==> src/design/smartcard_atr_parser_unit_assert.svh <==
// Assertion macros used by the answer-to-reset parser unit.
`ifndef SMARTCARD_ATR_PARSER_UNIT_ASSERT_SVH
`define SMARTCARD_ATR_PARSER_UNIT_ASSERT_SVH

// Same-cycle implication, disabled while reset is high.
`define SATR_ASSERT_NOW(lbl, clk, rst, ante, cons) \
   lbl: assert property (@(posedge clk) disable iff (rst) (ante) |-> (cons)) \
      else $error("satr assertion failed");

// Next-cycle implication, disabled while reset is high.
`define SATR_ASSERT_NEXT(lbl, clk, rst, ante, cons) \
   lbl: assert property (@(posedge clk) disable iff (rst) (ante) |=> (cons)) \
      else $error("satr assertion failed");

`endif

==> src/design/satr_pkg.sv <==
package satr_pkg;

   localparam int MAX_ATR_BYTES_DEFAULT = 32;

   localparam int POS_W    = 6;
   localparam int GLEFT_W  = 3;
   localparam int NIB_W    = 4;
   localparam int IFACE_W  = 5;
   localparam int KIND_W   = 3;

   localparam logic [POS_W-1:0]   POS_SAT   = 6'd63;
   localparam logic [IFACE_W-1:0] IFACE_SAT = 5'd31;
   localparam logic [NIB_W-1:0]   GROUP_SAT = 4'd15;

   typedef enum logic [KIND_W-1:0] {
      KIND_TS    = 3'd0,
      KIND_T0    = 3'd1,
      KIND_IFACE = 3'd2,
      KIND_HIST  = 3'd3,
      KIND_EXTRA = 3'd4
   } kind_type;

   typedef struct packed {
      kind_type             byte_kind;
      logic [IFACE_W-1:0]   item_index;
      logic [NIB_W-1:0]     protocol;
      logic [NIB_W-1:0]     historical_total;
      logic [IFACE_W-1:0]   interface_total;
      logic                 complete;
      logic                 overflow;
   } result_type;

   function automatic logic [GLEFT_W-1:0] ones_in_nibble(input logic [NIB_W-1:0] n);
      return GLEFT_W'(n[0]) + GLEFT_W'(n[1]) + GLEFT_W'(n[2]) + GLEFT_W'(n[3]);
   endfunction

endpackage

==> src/design/satr_parse.sv <==
module satr_parse #(
   parameter int MAX_ATR_BYTES = satr_pkg::MAX_ATR_BYTES_DEFAULT
) (
   input  logic                 clock,
   input  logic                 reset,
   input  logic                 step,
   input  logic [7:0]           atr_byte,
   input  logic                 restart,
   output satr_pkg::result_type result
);

   logic [satr_pkg::POS_W-1:0]   pos_ff,   pos_in;
   logic [satr_pkg::GLEFT_W-1:0] gleft_ff, gleft_in;
   logic                         td_ff,    td_in;
   logic [satr_pkg::NIB_W-1:0]   hcnt_ff,  hcnt_in;
   logic [satr_pkg::NIB_W-1:0]   hseen_ff, hseen_in;
   logic [satr_pkg::IFACE_W-1:0] iface_ff, iface_in;
   logic [satr_pkg::NIB_W-1:0]   group_ff, group_in;
   logic [satr_pkg::NIB_W-1:0]   proto_ff, proto_in;

   always_comb begin
      logic [satr_pkg::POS_W-1:0]   pos;
      logic [satr_pkg::GLEFT_W-1:0] gl_dec;
      pos      = restart ? '0 : pos_ff;
      gleft_in = restart ? '0 : gleft_ff;
      td_in    = restart ? 1'b0 : td_ff;
      hcnt_in  = restart ? '0 : hcnt_ff;
      hseen_in = restart ? '0 : hseen_ff;
      iface_in = restart ? '0 : iface_ff;
      group_in = restart ? '0 : group_ff;
      proto_in = restart ? '0 : proto_ff;
      gl_dec   = gleft_in - 3'd1;
      result.byte_kind  = satr_pkg::KIND_EXTRA;
      result.item_index = '0;
      result.complete   = 1'b0;
      result.overflow   = 1'b0;

      priority if (pos == '0) begin
         result.byte_kind = satr_pkg::KIND_TS;
      end else if ({1'b0, pos} >= 7'(MAX_ATR_BYTES) || pos == satr_pkg::POS_SAT) begin
         result.overflow = 1'b1;
      end else if (pos == 6'd1) begin
         result.byte_kind = satr_pkg::KIND_T0;
         hcnt_in  = atr_byte[3:0];
         hseen_in = '0;
         iface_in = '0;
         group_in = 4'd1;
         gleft_in = satr_pkg::ones_in_nibble(atr_byte[7:4]);
         td_in    = atr_byte[7];
         result.complete = (gleft_in == '0) && (atr_byte[3:0] == '0);
      end else if (gleft_in != '0) begin
         result.byte_kind  = satr_pkg::KIND_IFACE;
         result.item_index = iface_in;
         if (iface_in < satr_pkg::IFACE_SAT) begin
            iface_in = iface_in + 5'd1;
         end
         if (gl_dec == '0 && td_in) begin
            if (group_in == 4'd1) begin
               proto_in = atr_byte[3:0];
            end
            if (group_in < satr_pkg::GROUP_SAT) begin
               group_in = group_in + 4'd1;
            end
            gleft_in = satr_pkg::ones_in_nibble(atr_byte[7:4]);
            td_in    = atr_byte[7];
         end else begin
            gleft_in = gl_dec;
         end
         result.complete = (gleft_in == '0) && (hseen_in >= hcnt_in);
      end else if (hseen_in < hcnt_in) begin
         result.byte_kind  = satr_pkg::KIND_HIST;
         result.item_index = satr_pkg::IFACE_W'(hseen_in);
         hseen_in = hseen_in + 4'd1;
         result.complete = (hseen_in >= hcnt_in);
      end else begin
         result.byte_kind = satr_pkg::KIND_EXTRA;
      end

      pos_in = (pos < satr_pkg::POS_SAT) ? pos + 6'd1 : pos;
      result.protocol         = proto_in;
      result.historical_total = hcnt_in;
      result.interface_total  = iface_in;
   end

   always_ff @(posedge clock) begin
      if (reset) begin
         pos_ff   <= '0;
         gleft_ff <= '0;
         td_ff    <= 1'b0;
         hcnt_ff  <= '0;
         hseen_ff <= '0;
         iface_ff <= '0;
         group_ff <= '0;
         proto_ff <= '0;
      end else if (step) begin
         pos_ff   <= pos_in;
         gleft_ff <= gleft_in;
         td_ff    <= td_in;
         hcnt_ff  <= hcnt_in;
         hseen_ff <= hseen_in;
         iface_ff <= iface_in;
         group_ff <= group_in;
         proto_ff <= proto_in;
      end
   end

endmodule

==> src/design/smartcard_atr_parser_unit.sv <==
// Answer-to-reset byte classifier for an ISO 7816 card interface.
// The request channel (req_valid, req_stall, req_atr_byte, req_restart) takes one
// received byte per request; req_restart marks TS, the first byte of a new answer.
// The response channel (rsp_valid, rsp_stall, rsp_*) returns one result per request:
// the byte kind, its index, the protocol from TD1, the announced historical count,
// the interface byte count, and the complete and overflow flags.
// A request is accepted into an input register, then classified against the parse state
// and written to the response register once that register is empty or its response is
// taken. One request is accepted in every cycle while req_stall is low.
// The parse state advances only when a request moves into the response register.
// When the receiver stalls, the response register holds its contents and the input
// register can still take one more request; after that req_stall rises until the
// response is taken. Synchronous reset clears the valid flags of both registers and
// the parse state, and the next byte after reset is taken as TS.
`include "smartcard_atr_parser_unit_assert.svh"

module smartcard_atr_parser_unit #(
   parameter int MAX_ATR_BYTES = satr_pkg::MAX_ATR_BYTES_DEFAULT
) (
   input  logic       clock,
   input  logic       reset,
   input  logic       req_valid,
   output logic       req_stall,
   input  logic [7:0] req_atr_byte,
   input  logic       req_restart,
   output logic       rsp_valid,
   input  logic       rsp_stall,
   output logic [2:0] rsp_byte_kind,
   output logic [4:0] rsp_item_index,
   output logic [3:0] rsp_protocol,
   output logic [3:0] rsp_historical_total,
   output logic [4:0] rsp_interface_total,
   output logic       rsp_complete,
   output logic       rsp_overflow
);

   logic                 in_vld_ff;
   logic [7:0]           in_byte_ff;
   logic                 in_restart_ff;
   logic                 out_vld_ff;
   satr_pkg::result_type out_ff;
   satr_pkg::result_type result;
   logic                 advance;
   logic                 req_take;

   assign advance   = in_vld_ff && (!out_vld_ff || !rsp_stall);
   assign req_stall = in_vld_ff && out_vld_ff && rsp_stall;
   assign req_take  = req_valid && !req_stall;

   satr_parse #(
      .MAX_ATR_BYTES(MAX_ATR_BYTES)
   ) u_parse (
      .clock    (clock),
      .reset    (reset),
      .step     (advance),
      .atr_byte (in_byte_ff),
      .restart  (in_restart_ff),
      .result   (result)
   );

   always_ff @(posedge clock) begin
      if (reset) begin
         in_vld_ff  <= 1'b0;
         out_vld_ff <= 1'b0;
      end else begin
         if (req_take) begin
            in_vld_ff <= 1'b1;
         end else if (advance) begin
            in_vld_ff <= 1'b0;
         end
         if (advance) begin
            out_vld_ff <= 1'b1;
         end else if (!rsp_stall) begin
            out_vld_ff <= 1'b0;
         end
      end
   end

   always_ff @(posedge clock) begin
      if (req_take) begin
         in_byte_ff    <= req_atr_byte;
         in_restart_ff <= req_restart;
      end
      if (advance) begin
         out_ff <= result;
      end
   end

   assign rsp_valid            = out_vld_ff;
   assign rsp_byte_kind        = out_ff.byte_kind;
   assign rsp_item_index       = out_ff.item_index;
   assign rsp_protocol         = out_ff.protocol;
   assign rsp_historical_total = out_ff.historical_total;
   assign rsp_interface_total  = out_ff.interface_total;
   assign rsp_complete         = out_ff.complete;
   assign rsp_overflow         = out_ff.overflow;

   `SATR_ASSERT_NOW(a_ovf_is_extra, clock, reset, rsp_valid && rsp_overflow,
      rsp_byte_kind == satr_pkg::KIND_EXTRA && !rsp_complete)
   `SATR_ASSERT_NOW(a_ts_clean, clock, reset,
      rsp_valid && rsp_byte_kind == satr_pkg::KIND_TS,
      rsp_item_index == '0 && rsp_interface_total == '0 && rsp_protocol == '0)
   `SATR_ASSERT_NOW(a_stall_full, clock, reset, req_stall, in_vld_ff && out_vld_ff)
   `SATR_ASSERT_NEXT(a_hold_rsp, clock, reset, out_vld_ff && rsp_stall,
      out_vld_ff && $stable(out_ff))

endmodule

==> config.mk <==
export PLATFORM = sky130hd
export DESIGN_NAME = smartcard_atr_parser_unit
export DESIGN_NICKNAME = d
export VERILOG_FILES = /design/src/design/satr_pkg.sv /design/src/design/satr_parse.sv /design/src/design/smartcard_atr_parser_unit.sv
export VERILOG_INCLUDE_DIRS = /design/src /design/src/design
export SDC_FILE = /design/constraint.sdc
export NUM_CORES = 1
export LEC_CHECK = 0
export BUFFER_PORTS_ARGS = -buffer_cell sky130_fd_sc_hd__buf_2
export CORE_ASPECT_RATIO = 0.8
export CORE_MARGIN = 5
export CORE_UTILIZATION = 60
export CTS_BUF_LIST = sky130_fd_sc_hd__clkbuf_4
export CTS_CLUSTER_SIZE = 20
export DETAILED_ROUTE_END_ITERATION = 10
export HOLD_SLACK_MARGIN = 0.15
export PLACE_DENSITY = 0.92
export SYNTH_ARGS = -nofsm -noshare
export SYNTH_HDL_FRONTEND = slang
export SYNTH_SLANG_ARGS = --single-unit
export TNS_END_PERCENT = 20
==> constraint.sdc <==
create_clock -name clock -period 6.71 [get_ports clock]
set_clock_uncertainty 0.2 [all_clocks]
set_input_delay 0.3355 -clock clock [delete_from_list [all_inputs] [get_ports clock]]
set_output_delay 0.3355 -clock clock [all_outputs]
set_load 0.01 [all_outputs]
; Yosys cells after proc, flatten, opt, wreduce, memory -nomap -nowiden
; Cells that the tools add are included.
[totals]
wordCells = 123
regBits = 65
input_bits = 13
out_inout_bits = 25
[classes]
n_eq_ne = 4
order_cmp = 7
n_reduce_logical = 21
add_sub_neg = 8
mux = 62
[ops]
columns = op, count
row1 = $mux 4, 25
row2 = $mux 3, 12
row3 = $mux 5, 7
row4 = $mux 8, 2
row5 = $mux 1, 14
row6 = $mux 6, 2
row7 = $logic_not 3->1, 3
row8 = $add 4x1->4 const B, 2
row9 = $ge 4x4->1, 2
row10 = $logic_and 1x1->1, 7
row11 = $add 3x1->3, 2
row12 = $add 6x1->6 const B, 1
row13 = $eq 6x1->1 const B, 1
row14 = $eq 6x6->1 const B, 1
row15 = $ge 6x6->1 const B, 1
row16 = $logic_not 6->1, 1
row17 = $lt 6x6->1 const B, 1
row18 = $add 5x1->5 const B, 1
row19 = $lt 5x5->1 const B, 1
row20 = $eq 4x1->1 const B, 1
row21 = $logic_not 4->1, 1
row22 = $lt 4x4->1, 1
row23 = $lt 4x4->1 const B, 1
row24 = $logic_not 1->1, 3
row25 = 8 further kinds, 9

; Logic depth before layout (Yosys ltp)
; Gate-level depths: netlist of the first run.
[logic_depth]
word_depth = 13
depth_mapped = 14
depth_no_buf = 9

; Cells and area by module
; Synthesis of the first run repeated with hierarchy kept, for this count alone.
[hier_totals]
hier_cells = 412
area_unflattened_um2 = 3778.6
[by_module_without_submodules]
columns = mod, seq_area_each_um2, area_per_inst_um2, cells_per_inst, n_inst
row1 = satr_parse, 620.6, 2731.4, 370, 1
row2 = smartcard_atr_parser_unit, 1001.0, 1047.3, 42, 1

; Least setup slack after synthesis of the first run
; OpenSTA, ideal clock, no wires.
[synth_timing]
path_kind = register to register
startpoint = reg in_restart_ff
endpoint = reg u_parse.hseen_ff[3] in the netlist's numbering
path_stages_with_launch = 13
t_required_ns = 6.418
synth_period_minus_slack_ns = 3.256
setup_slack_ns = 3.454
t_arrival_ns = 2.963
n_path_buf = 4
setup_ns = 0.092
cell_sequence = edfxtp_1 buf_4 inv_2 clkbuf_1 buf_2 buf_2 nand2_1 ha_1 a21o_1 a211o_1 a2111oi_4 mux2_2 o32ai_1
[synth_between]
elab_chain_cells = 7
word_cells_on_any_way = 17
cone_classes = 1 x add/sub / 2 x order compare / 2 x eq/ne / 9 x mux / 3 x reduce/logical
[synth_rtl]
columns = element, line_no
row1 = from (decl), smartcard_atr_parser_unit.sv:39  ; logic in_restart_ff;
row2 = from (signal assigned), smartcard_atr_parser_unit.sv:82  ; in_restart_ff <= req_restart;
row3 = "$mux 4, on equally long branches", "satr_parse.sv:28, satr_parse.sv:27"
row4 = $add 4x1->4 or $lt 4x4->1 (tied branches), "satr_parse.sv:73, satr_parse.sv:70"
row5 = $mux 4, satr_parse.sv:70  ; end else if (hseen_in < hcnt_in) begin
row6 = $mux 4, satr_parse.sv:51  ; end else if (gleft_in != '0) begin
row7 = $mux 4, satr_parse.sv:42  ; end else if (pos == 6'd1) begin
row8 = $mux 4, satr_parse.sv:40  ; end else if ({1'b0, pos} >= 7'(MAX_ATR_BYTES) || pos == satr_pkg::POS_SAT) begin
row9 = $mux 4 *, satr_parse.sv:38  ; priority if (pos == '0) begin
row10 = to (signal assigned), satr_parse.sv:100  ; hseen_ff <= hseen_in;
row11 = to (decl), satr_parse.sv:16  ; logic [satr_pkg::NIB_W-1:0] hseen_ff, hseen_in;
; Every way passes the cells marked *; elsewhere a longest branch is shown, timed or not.
; A chain may end at the register's enable or synchronous reset.

; Final worst setup path of the first run
; Same ends and word-level chain as after synthesis.

==> results of run 1 <==
## Yosys cell counts (8+ instances only)
library cell	count	area, sq um
a21oi_1	18	90.1
a31oi_1	8	50.1
clkbuf_1	13	48.8
dfxtp_1	33	661
edfxtp_1	32	961
ha_1	17	213
inv_1	10	37.5
nand2_1	52	195
nand3_1	17	85.1
nor2_1	36	135
nor2b_1	9	56.3
nor3_1	13	65.1
o21ai_0	23	115
## cell usage in the layout, fill, tap and decap left out, drive strengths merged, types with 5 or more instances in the layout
cell type | Yosys | final
a211oi | 9 | 9
a21oi | 21 | 21
a22oi | 5 | 5
a31oi | 8 | 8
and3 | 5 | 5
buf | 13 | 39
clkbuf | 13 | 9
clkinv | 0 | 5
dfxtp | 33 | 33
dlygate4sd3 | 0 | 12
edfxtp | 32 | 32
ha | 17 | 17
inv | 12 | 12
nand2 | 52 | 52
nand2b | 6 | 6
nand3 | 17 | 17
nor2 | 36 | 36
nor2b | 9 | 9
nor3 | 13 | 13
o211ai | 5 | 5
o21ai | 23 | 23
or4 | 6 | 6
## final cells by class
| class | count | area, sq um | area share (%) |
|---|---|---|---|
| multi-input combinational | 306 | 2000 | 47.8 |
| sequential | 65 | 1620 | 38.7 |
| timing repair buffer | 51 | 320 | 7.64 |
| tap | 84 | 105 | 2.51 |
| clock buffer | 9 | 67.6 | 1.61 |
| inverter | 12 | 45.0 | 1.07 |
| clock inverter | 6 | 26.3 | 0.627 |
## flip-flops by register name, summed over array words and instances, names as in the netlist
signal and count:
rsp_valid 1, rsp_interface_total 5, rsp_item_index 5, u_parse.group_ff 4, u_parse.hcnt_ff 4, u_parse.hseen_ff 4
rsp_historical_total 4, in_byte_ff 8, rsp_byte_kind 3, u_parse.iface_ff 5, rsp_complete 1, u_parse.proto_ff 4
in_restart_ff 1, u_parse.gleft_ff 3, in_vld_ff 1, rsp_protocol 4, rsp_overflow 1, u_parse.td_ff 1
u_parse.pos_ff 6
## logic make-up (layout without fill, tap and decap cells)
logic type,Yosys count,in the layout,synth area share (%)
muxes,6,6,1.64
adders and majority gates,19,19,6.41
DFF,65,65,42.6
buffers and inverters,38,78,4.67
and+or+nand+nor,166,166,21.7
AOI/OAI and AO/OA,110,110,21.8
xor gates and xnor gates,5,5,1.15
## per-stage QoR
| step | power (W) | hold slack, ns | util, % |
|---|---|---|---|
| finish | 0.000740 | 0.270 | 66.7 |
| global route | 0.000776 | 0.281 | 66.7 |
| CTS | 0.000742 | 0.255 | 66.7 |
| detailed placement | 0.000539 | 0.271 | 63.3 |
| global placement | 0.000535 | 0.257 | 63.3 |
| floorplan | 0.000513 | 0.234 | - |
## final timing paths
| path | startpoint | end | slack, ns |
|---|---|---|---|
| setup / recovery | in_restart_ff$_DFFE_PP_ | u_parse.hseen_ff[3]$_SDFFE_PP0P_ | 2.71 |
| hold / removal | reset | u_parse.hcnt_ff[2]$_SDFFE_PP0P_ | 0.27 |
| setup reg to reg | in_restart_ff$_DFFE_PP_ | u_parse.hseen_ff[3]$_SDFFE_PP0P_ | 2.71 |
| hold reg to reg | u_parse.hseen_ff[3]$_SDFFE_PP0P_ | u_parse.hseen_ff[3]$_SDFFE_PP0P_ | 0.29 |
## routing by layer
| layer | part of all wire [%] | vias to the layer above |
|---|---|---|
| li1 | - | 1596 |
| met1 | 42 | 1541 |
| met2 | 47 | 175 |
| met3 | 9.8 | 22 |
| met4 | 1.3 | 0 |
| met5 | 0 | - |
## report_power, final
| part | total, W | switching [W] | leakage, nW | internal (W) |
|---|---|---|---|---|
| sequential | 0.000438 | 0.00000948 | 0.577 | 0.000429 |
| clock | 0.000203 | 0.000135 | 0.0494 | 0.0000679 |
| combinational | 0.0000990 | 0.0000636 | 0.900 | 0.0000354 |
| total | 0.000740 | 0.000208 | 1.53 | 0.000532 |
==> flow_metrics.env, run 1 <==
export IMPL_tightest_slew_ns=0.904
export IMPL_design_area_sq_um=4190
export IMPL_routedWlPerCell_um=16.9
export IMPL_final_antenna_net_count=0
export IMPL_grt_pass1_wl_um=15200
export IMPL_fmax_ghz=0.250
export IMPL_synth_area_per_cell_sq_um=9.30
export IMPL_grt_overflow=0
export IMPL_cp_cell_sequence="buf_4, inv_2, nand2_1, ha_1, ha_1, inv_1, a211o_1, a2111oi_4, mux2_2, o32ai_1"
export IMPL_port_buffers=37
export IMPL_use_met3_pct=6.95
export IMPL_diodes=0
export IMPL_synth_seq_cells=65
export IMPL_stdcell_count=533
export IMPL_fin_ws_ns=2.71
export IMPL_maxCapViolCount=0
export IMPL_netlist_cell_type_count=69
export IMPL_placed_cells=506
export IMPL_h_tree_depth=3
export IMPL_synthCells=409
export IMPL_fp_coreArea_sq_um=6280
export IMPL_clk_pin_slew_worst_paths_ns=0.10
export IMPL_setup_viol=0
export IMPL_postCtsSetupBuffers=0
export IMPL_netlist_area_sq_um=3800
export IMPL_clock_sinks=65
export IMPL_grt_antenna_before_repair=0
export IMPL_finalCritPeriodShare_pct=59.5
export IMPL_busiest_layer="met2"
export IMPL_grt_total_usage_pct=23.8
export IMPL_arrival_ns=4.12
export IMPL_place_area_sq_um=3980
export IMPL_syn_nets=440
export IMPL_cp_num_cells=10
export IMPL_cts_tree="done"
export IMPL_crit_buf_inv=3
export IMPL_clockBufferDepth=2
export IMPL_die_w_um=99.0
export IMPL_grt_pass1_vias=3137
export IMPL_fillers=488
export IMPL_drtPass1Iterations=6
export IMPL_rr_worst_depth=10
export IMPL_io_pins=38
export IMPL_critPathTopFamily="buffers and inverters"
export IMPL_status="finished clean"
export IMPL_final_nets=476
export IMPL_hold_path_class="in -> reg"
export IMPL_gp_congestion=0.934
export IMPL_die_area_sq_um=8040
export IMPL_row_count=26
export IMPL_p_per_area_nw_per_um2=177
export IMPL_use_met2_pct=39.1
export IMPL_layout_min_cycle_time_ns=4.00
export IMPL_setup_tns_final_ns=0
export IMPL_cts_buffers=9
export IMPL_ir_drop_mv=0.102
export IMPL_yosysWarnings=0
export IMPL_max_stage_delay_ns=0.74
export IMPL_max_slew_margin_pct=39.6
export IMPL_crit_fanout=36
export IMPL_ys_flop_type="dfxtp_1"
export IMPL_critPathCaptureType="flop"
export IMPL_wirelength_um=9000
export IMPL_cp_required_ns=6.83
export IMPL_synth_edf_count=32
export IMPL_path_class="reg -> reg"
export IMPL_grt_setup_unrepaired="false"
export IMPL_drt_iter0_markers=319
export IMPL_clk_latency_ns=0.43
export IMPL_root_buffer="clkbuf_4"
export IMPL_via_per_inst=6.26
export IMPL_crit_slowest_cell="ha_1"
export IMPL_die_h_um=81.2
export IMPL_vias=3334
export IMPL_cp_start_kind="flop"
export IMPL_use_met1_pct=30.9
export IMPL_cellLeakagePower_nw=1.53
export IMPL_initial_core_util_pct=60.6
export IMPL_async_reset_ff_share_pct=0
export IMPL_drive_above_1_share_pct=15.8
export IMPL_hold_depth=2
export IMPL_finalHoldViolCount=0
export IMPL_place_ws_ns=2.86
export IMPL_maxSlewViolCount=0
export IMPL_drc_errors=0
export IMPL_crit_top_cell="ha_1"
export IMPL_hold_buffers=12
export IMPL_grt_max_degree=39
export IMPL_seq_area_frac_synth_pct=42.6
export IMPL_area_growth_pct=10.2
export IMPL_cts_resized=0
export IMPL_dp_hpwl_um=6110
Power figures use the tool's default switching activity.
==> inputs of run 2 (changes only) <==
Settings changed: CORE_UTILIZATION 60 to 55, PLACE_DENSITY 0.92 to 0.89.
Clock period 6.71 ns to 3.65 ns, I/O delays scaled along.
==> run 2 against run 1 <==
Sequential share of layout area fell by 1.8 points. Largest cell class unchanged. Combinational power rose by 98%. Register-to-register slack got worse by 2.2 ns. Critical path type unchanged.
==> flow_metrics.env, run 2 (same netlist as run 1, synthesis figures left out) <==
export IMPL_status="finished clean"
export IMPL_finalCritPeriodShare_pct=86.7
export IMPL_top_regs="in_byte_ff: 8 flops, u_parse.pos_ff: 6 flops"
export IMPL_dp_hpwl_um=6330
export IMPL_grt_overflow=0
export IMPL_ir_drop_mv=0.270
export IMPL_cp_start_kind="flop"
export IMPL_regMostFlops="in_byte_ff"
export IMPL_r2r_slack_ns=0.49
export IMPL_initial_core_util_pct=56.0
export IMPL_grt_max_degree=43
export IMPL_grt_setup_unrepaired="false"
export IMPL_max_stage_delay_ns=0.41
export IMPL_cts_tree="done"
export IMPL_fmax_ghz=0.316
export IMPL_p_per_area_nw_per_um2=381
export IMPL_grt_pass1_wl_um=15200
export IMPL_layout_commonest_cell="nand2_1"
export IMPL_power_frac_seq_pct=48.1
export IMPL_critPathCaptureType="flop"
export IMPL_clk_pin_slew_worst_paths_ns=0.10
export IMPL_cellLeakagePower_nw=1.64
export IMPL_critPathTopFamily="simple AND/OR/NAND/NOR gates"
export IMPL_regArea_sq_um=1620
export IMPL_power_frac_clock_pct=40.2
export IMPL_area_growth_pct=15.6
export IMPL_crit_start="in_restart_ff$_DFFE_PP_"
export IMPL_clk_latency_ns=0.42
export IMPL_clock_sinks=65
export IMPL_grt_pass1_vias=3234
export IMPL_grt_antenna_before_repair=0
export IMPL_combPwrFrac_pct=11.7
export IMPL_cts_buffers=9
export IMPL_via_per_inst=6.31
export IMPL_largest_register_ffs=8
export IMPL_rr_worst_depth=9
export IMPL_vias=3450
export IMPL_fillers=538
export IMPL_io_pins=38
export IMPL_routedWlPerCell_um=17.1
export IMPL_crit_buf_inv=1
export IMPL_crit_top_cell="ha_1"
export IMPL_maxSlewViolCount=0
export IMPL_crit_fanout=21
export IMPL_die_w_um=103
export IMPL_path_class="reg -> reg"
export IMPL_cp_cell_sequence="inv_2, nand2_1, ha_1, ha_1, nand4b_1, nor3b_1, mux2_2, a221oi_1, nor3_1"
export IMPL_r2r_end="u_parse.group_ff[2]$_SDFFE_PP0P_"
export IMPL_port_buffers=37
export IMPL_die_area_sq_um=8690
export IMPL_intPower_w=0.00127
export IMPL_crit_slowest_cell="edfxtp_1"
export IMPL_maxCapViolCount=0
export IMPL_root_buffer="clkbuf_4"
export IMPL_wirelength_um=9340
export IMPL_final_nets=486
export IMPL_mostFrequentLayoutCells="nand2_1, buf_2, nor2_1"
export IMPL_p_sw_w=0.000403
export IMPL_drc_errors=0
export IMPL_multi_input_area_sq_um=2000
export IMPL_gp_congestion=0.905
export IMPL_p_sw_share_pct=24.0
export IMPL_rr_startpoint="in_restart_ff$_DFFE_PP_"
export IMPL_hold_ws_ns=0.266
export IMPL_cts_resized=0
export IMPL_fin_ws_ns=0.485
export IMPL_hold_buffers=15
export IMPL_tightest_slew_ns=0.754
export IMPL_setup_tns_final_ns=0
export IMPL_postCtsSetupBuffers=0
export IMPL_layout_min_cycle_time_ns=3.16
export IMPL_hold_path_class="in -> reg"
export IMPL_endpoint="u_parse.group_ff[2]$_SDFFE_PP0P_"
export IMPL_cp_num_cells=9
export IMPL_h_tree_depth=3
export IMPL_final_antenna_net_count=0
export IMPL_place_ws_ns=0.532
export IMPL_arrival_ns=3.25
export IMPL_hold_start="req_atr_byte[4]"
export IMPL_die_h_um=84.4
export IMPL_row_count=27
export IMPL_drive_above_1_share_pct=17.8
export IMPL_max_slew_margin_pct=49.0
export IMPL_diodes=0
export IMPL_setup_viol=0
export IMPL_fp_coreArea_sq_um=6790
export IMPL_drtPass1Iterations=5
export IMPL_cp_required_ns=3.74
export IMPL_finalHoldViolCount=0
export IMPL_drt_iter0_markers=343
export IMPL_grt_total_usage_pct=21.8
export IMPL_clockBufferDepth=2
==> run 2: per-stage QoR <==
stage	instance area, sq um	instances	utilization [%]	total power [W]
after floorplan	3800	409	-	0.000943
after global placement	4050	516	59.6	0.000992
after detailed placement	4050	516	59.6	0.00100
after CTS	4400	547	64.7	0.00168
after global routing	4400	547	64.7	0.00173
final	4400	547	64.7	0.00168
==> run 2: area by class of cell <==
type / instances / area share, %
Sequential cell: 65 / 36.9
Tap cell: 87 / 2.48
Inverter: 12 / 1.02
Clock inverter: 7 / 3.02
Clock buffer: 9 / 1.54
Timing Repair Buffer: 61 / 9.45
Multi-Input combinational cell: 306 / 45.6
==> run 2: power groups by stage <==
stage	Clock, W	Sequential (W)	Combinational (W)
floorplan	0	0.000823	0.000120
global placement	0	0.000821	0.000171
detailed placement	0	0.000822	0.000178
CTS	0.000686	0.000806	0.000191
global route	0.000713	0.000809	0.000211
finish	0.000673	0.000806	0.000196
==> run 2: per-layer routing <==
layer  wire length [um]  track usage, %  vias to the layer above
met4                221            6.82                        0
met2               4350            34.9                      205
met1               3840            28.4                     1606
li1                   -               -                     1611
met5                  0               0                        -
met3                937            6.06                       28
==> run 2: worst min path at each step <==
| stage | endpoint | slack [ns] | cells past startpoint |
|---|---|---|---|
| 6_report | in_byte_ff[4]$_DFFE_PP_ | 0.27 | 2 |
| 5_1_grt | in_byte_ff[4]$_DFFE_PP_ | 0.26 | 2 |
| 4_1_cts | in_byte_ff[4]$_DFFE_PP_ | 0.24 | 2 |
| 3_5_place_dp | in_byte_ff[7]$_DFFE_PP_ | 0.16 | 1 |
| 3_3_place_gp | in_byte_ff[5]$_DFFE_PP_ | 0.16 | 1 |
| 2_1_floorplan | in_byte_ff[0]$_DFFE_PP_ | 0.08 | 0 |
==> run 2: worst reg2reg max path, delay by kind of cell (launching register included) <==
kind,cells,cell delay [ns]
AOI/OAI and AO/OA,1,0.24
adders and majority gates,2,0.60
buffers and inverters,1,0.32
DFF,1,0.41
muxes,1,0.37
and+or+nand+nor,4,0.89
==> inputs of run 3 (changes only) <==
Settings changed: SYNTH_HIERARCHICAL from default to 1.
==> run 3 against run 2 <==
Clock power down 29%. Core utilization down 1.9 points. Cell count down 0.18%. Sequential power about the same. Setup slack better by 0.18 ns. Routed wire length up 2.7%. Register-to-register slack better by 0.18 ns. Synthesized area down 0.66%. Global-route usage up 1.6 points. Clock-buffer cell count unchanged. Combinational power down 9%. Highest routed layer unchanged.
==> flow_metrics.env, run 3 <==
export IMPL_layout_min_cycle_time_ns=2.99
export IMPL_p_sw_w=0.000399
export IMPL_cp_start_kind="flop"
export IMPL_path_class="reg -> reg"
export IMPL_synth_compound_area_share_pct=21.3
export IMPL_muxShareOfSynthArea_pct=1.06
export IMPL_synth_xor_area_share_pct=1.39
export IMPL_power_frac_seq_pct=55.1
export IMPL_synthAdderAreaFrac_pct=6.46
export IMPL_max_slew_margin_pct=46.8
export IMPL_synthCells=412
export IMPL_finalHoldViolCount=0
export IMPL_routedWlPerCell_um=17.6
export IMPL_grt_total_usage_pct=23.4
export IMPL_grt_pass1_wl_um=16100
export IMPL_row_count=27
export IMPL_finalCritPeriodShare_pct=81.8
export IMPL_synth_area_per_cell_sq_um=9.17
export IMPL_largest_register_ffs=8
export IMPL_mostFrequentLayoutCells="nand2_1, buf_2, nor2_1"
export IMPL_yosysMostFrequentCell="nand2_1"
export IMPL_die_h_um=84.1
export IMPL_maxSlewViolCount=0
export IMPL_die_w_um=103
export IMPL_power_frac_clock_pct=32.6
export IMPL_port_buffers=37
export IMPL_setup_viol=0
export IMPL_synth_top_family_by_area="compound AO/OA/AOI/OAI gates"
export IMPL_cp_required_ns=3.79
export IMPL_synth_simple_gate_area_share_pct=21.2
export IMPL_arrival_ns=3.13
export IMPL_grt_pass1_vias=3165
export IMPL_dp_hpwl_um=6350
export IMPL_stdcell_count=546
export IMPL_intPower_w=0.00106
export IMPL_via_per_inst=6.27
export IMPL_clockBufferDepth=2
export IMPL_ys_top_cells_by_area="edfxtp_1, dfxtp_1, ha_1"
export IMPL_cts_tree="done"
export IMPL_clk_latency_ns=0.41
export IMPL_hold_path_class="in -> reg"
export IMPL_synth_top_cell_area_share_pct=25.4
export IMPL_root_buffer="clkbuf_4"
export IMPL_synth_seq_cells=65
export IMPL_netlist_area_sq_um=3780
export IMPL_setup_tns_final_ns=0
export IMPL_synth_edf_count=32
export IMPL_grt_max_degree=60
export IMPL_gp_congestion=0.900
export IMPL_final_nets=485
export IMPL_synthTopCellsByCount="nand2_1, nor2_1, dfxtp_1"
export IMPL_yosysWarnings=6
export IMPL_area_growth_pct=12.8
export IMPL_top_regs="in_byte_ff: 8 flops, u_parse/pos_ff: 6 flops"
export IMPL_fp_coreArea_sq_um=6790
export IMPL_seq_area_frac_synth_pct=42.9
export IMPL_cts_buffers=9
export IMPL_combPwrFrac_pct=12.3
export IMPL_drc_errors=0
export IMPL_crit_fanout=10
export IMPL_tightest_slew_ns=0.795
export IMPL_critPathCaptureType="flop"
export IMPL_grt_setup_unrepaired="false"
export IMPL_io_pins=38
export IMPL_regMostFlops="in_byte_ff"
export IMPL_postCtsSetupBuffers=0
export IMPL_async_reset_ff_share_pct=0
export IMPL_synth_largest_area_cell="edfxtp_1"
export IMPL_wirelength_um=9590
export IMPL_diodes=0
export IMPL_drtPass1Iterations=7
export IMPL_fmax_ghz=0.335
export IMPL_clock_sinks=65
export IMPL_netlist_cell_type_count=68
export IMPL_grt_overflow=0
export IMPL_clk_pin_slew_worst_paths_ns=0.11
export IMPL_cellLeakagePower_nw=1.62
export IMPL_h_tree_depth=3
export IMPL_p_per_area_nw_per_um2=342
export IMPL_vias=3426
export IMPL_p_sw_share_pct=27.4
export IMPL_initial_core_util_pct=55.6
export IMPL_layout_commonest_cell="nand2_1"
export IMPL_status="finished clean"
export IMPL_grt_antenna_before_repair=0
export IMPL_die_area_sq_um=8640
export IMPL_final_antenna_net_count=0
export IMPL_syn_nets=443
export IMPL_hold_ws_ns=0.278
export IMPL_ir_drop_mv=0.264
export IMPL_drive_above_1_share_pct=15.9
export IMPL_drt_iter0_markers=384
export IMPL_placed_cells=517
export IMPL_ys_flop_type="dfxtp_1"
export IMPL_maxCapViolCount=0
==> run 3: changes by cell type in the layout (fill, tap and decap cells not counted), moves of 4 or more <==
cell,change
nand4_1,+5
o21ai_0,-4
nand3_1,+4
inv_1,+11
a22o_1,+4
nor2b_1,+6
a32oi_1,+4
a22oi_1,-4
nand2_1,-8
a21oi_1,+4
nor3_1,-6
==> run 3: final cells by class <==
cell class / instances / area, sq um
fillers: 550 / 2530
multi-input cells: 299 / 1950
flip-flops and latches: 65 / 1620
repair buffers: 56 / 360
well taps: 87 / 109
inverters: 23 / 86.3
clock inverters: 7 / 68.8
clock buffers: 9 / 67.6
==> run 3: what timing repair did <==
item | in CTS | in global routing
hold buffers | 13 | 0
resized for setup | 0 | 0
hold endpoints to repair | 38 | 0
==> run 3: worst max-delay path, cell delays in order, from the launching register on <==
cell and delay (ns):
edfxtp_1 0.43, nor2b_1 0.28, inv_1 0.10, ha_1 0.22, ha_1 0.32, and3b_1 0.35, nand2_1 0.11, nor3_2 0.48
nand4_1 0.19, a31oi_1 0.25
==> run 3: final timing paths <==
| check | from | endpoint | slack (ns) | cells after the start |
|---|---|---|---|---|
| max reg2reg | in_restart_ff$_DFFE_PP_ | u_parse/proto_ff[3]$_SDFFE_PP0P_ | 0.66 | 9 |
| min | req_atr_byte[5] | in_byte_ff[5]$_DFFE_PP_ | 0.28 | 2 |
| min reg2reg | u_parse/proto_ff[1]$_SDFFE_PP0P_ | u_parse/proto_ff[1]$_SDFFE_PP0P_ | 0.31 | 2 |
| max | in_restart_ff$_DFFE_PP_ | u_parse/proto_ff[3]$_SDFFE_PP0P_ | 0.66 | 9 |
==> run 3: through the flow <==
step | utilization, % | power [W] | worst slack [ns] | instance area (sq um)
CTS | 62.8 | 0.00146 | 0.753 | 4260
detailed placement | 58.9 | 0.000981 | 0.781 | 4000
finish | 62.8 | 0.00146 | 0.665 | 4260
global route | 62.8 | 0.00153 | 0.444 | 4260
global placement | 58.9 | 0.000976 | 0.914 | 4000
floorplan | - | 0.000926 | 0.0785 | 3780
==> run 3: logic make-up after synthesis <==
logic type | count (synthesis)
buffers and inverters | 48
xor gates and xnor gates | 6
adders and majority gates | 19
and+or+nand+nor | 158
AOI/OAI and AO/OA | 112
DFF | 65
muxes | 4
==> run 3: power groups by stage <==
stage	sequential, W	combinational, W	clock, W
2_1_floorplan	0.000821	0.000105	0
3_3_place_gp	0.000818	0.000158	0
3_5_place_dp	0.000819	0.000162	0
4_1_cts	0.000802	0.000174	0.000485
5_1_grt	0.000806	0.000196	0.000528
6_report	0.000803	0.000179	0.000475
==> run 3: layer usage <==
layer	wire length, um	vias up	global-route usage [%]
met5	0	-	0
met4	113	0	5.24
met3	1010	12	5.73
met2	4490	215	35.8
met1	3990	1591	33.5
li1	-	1608	-
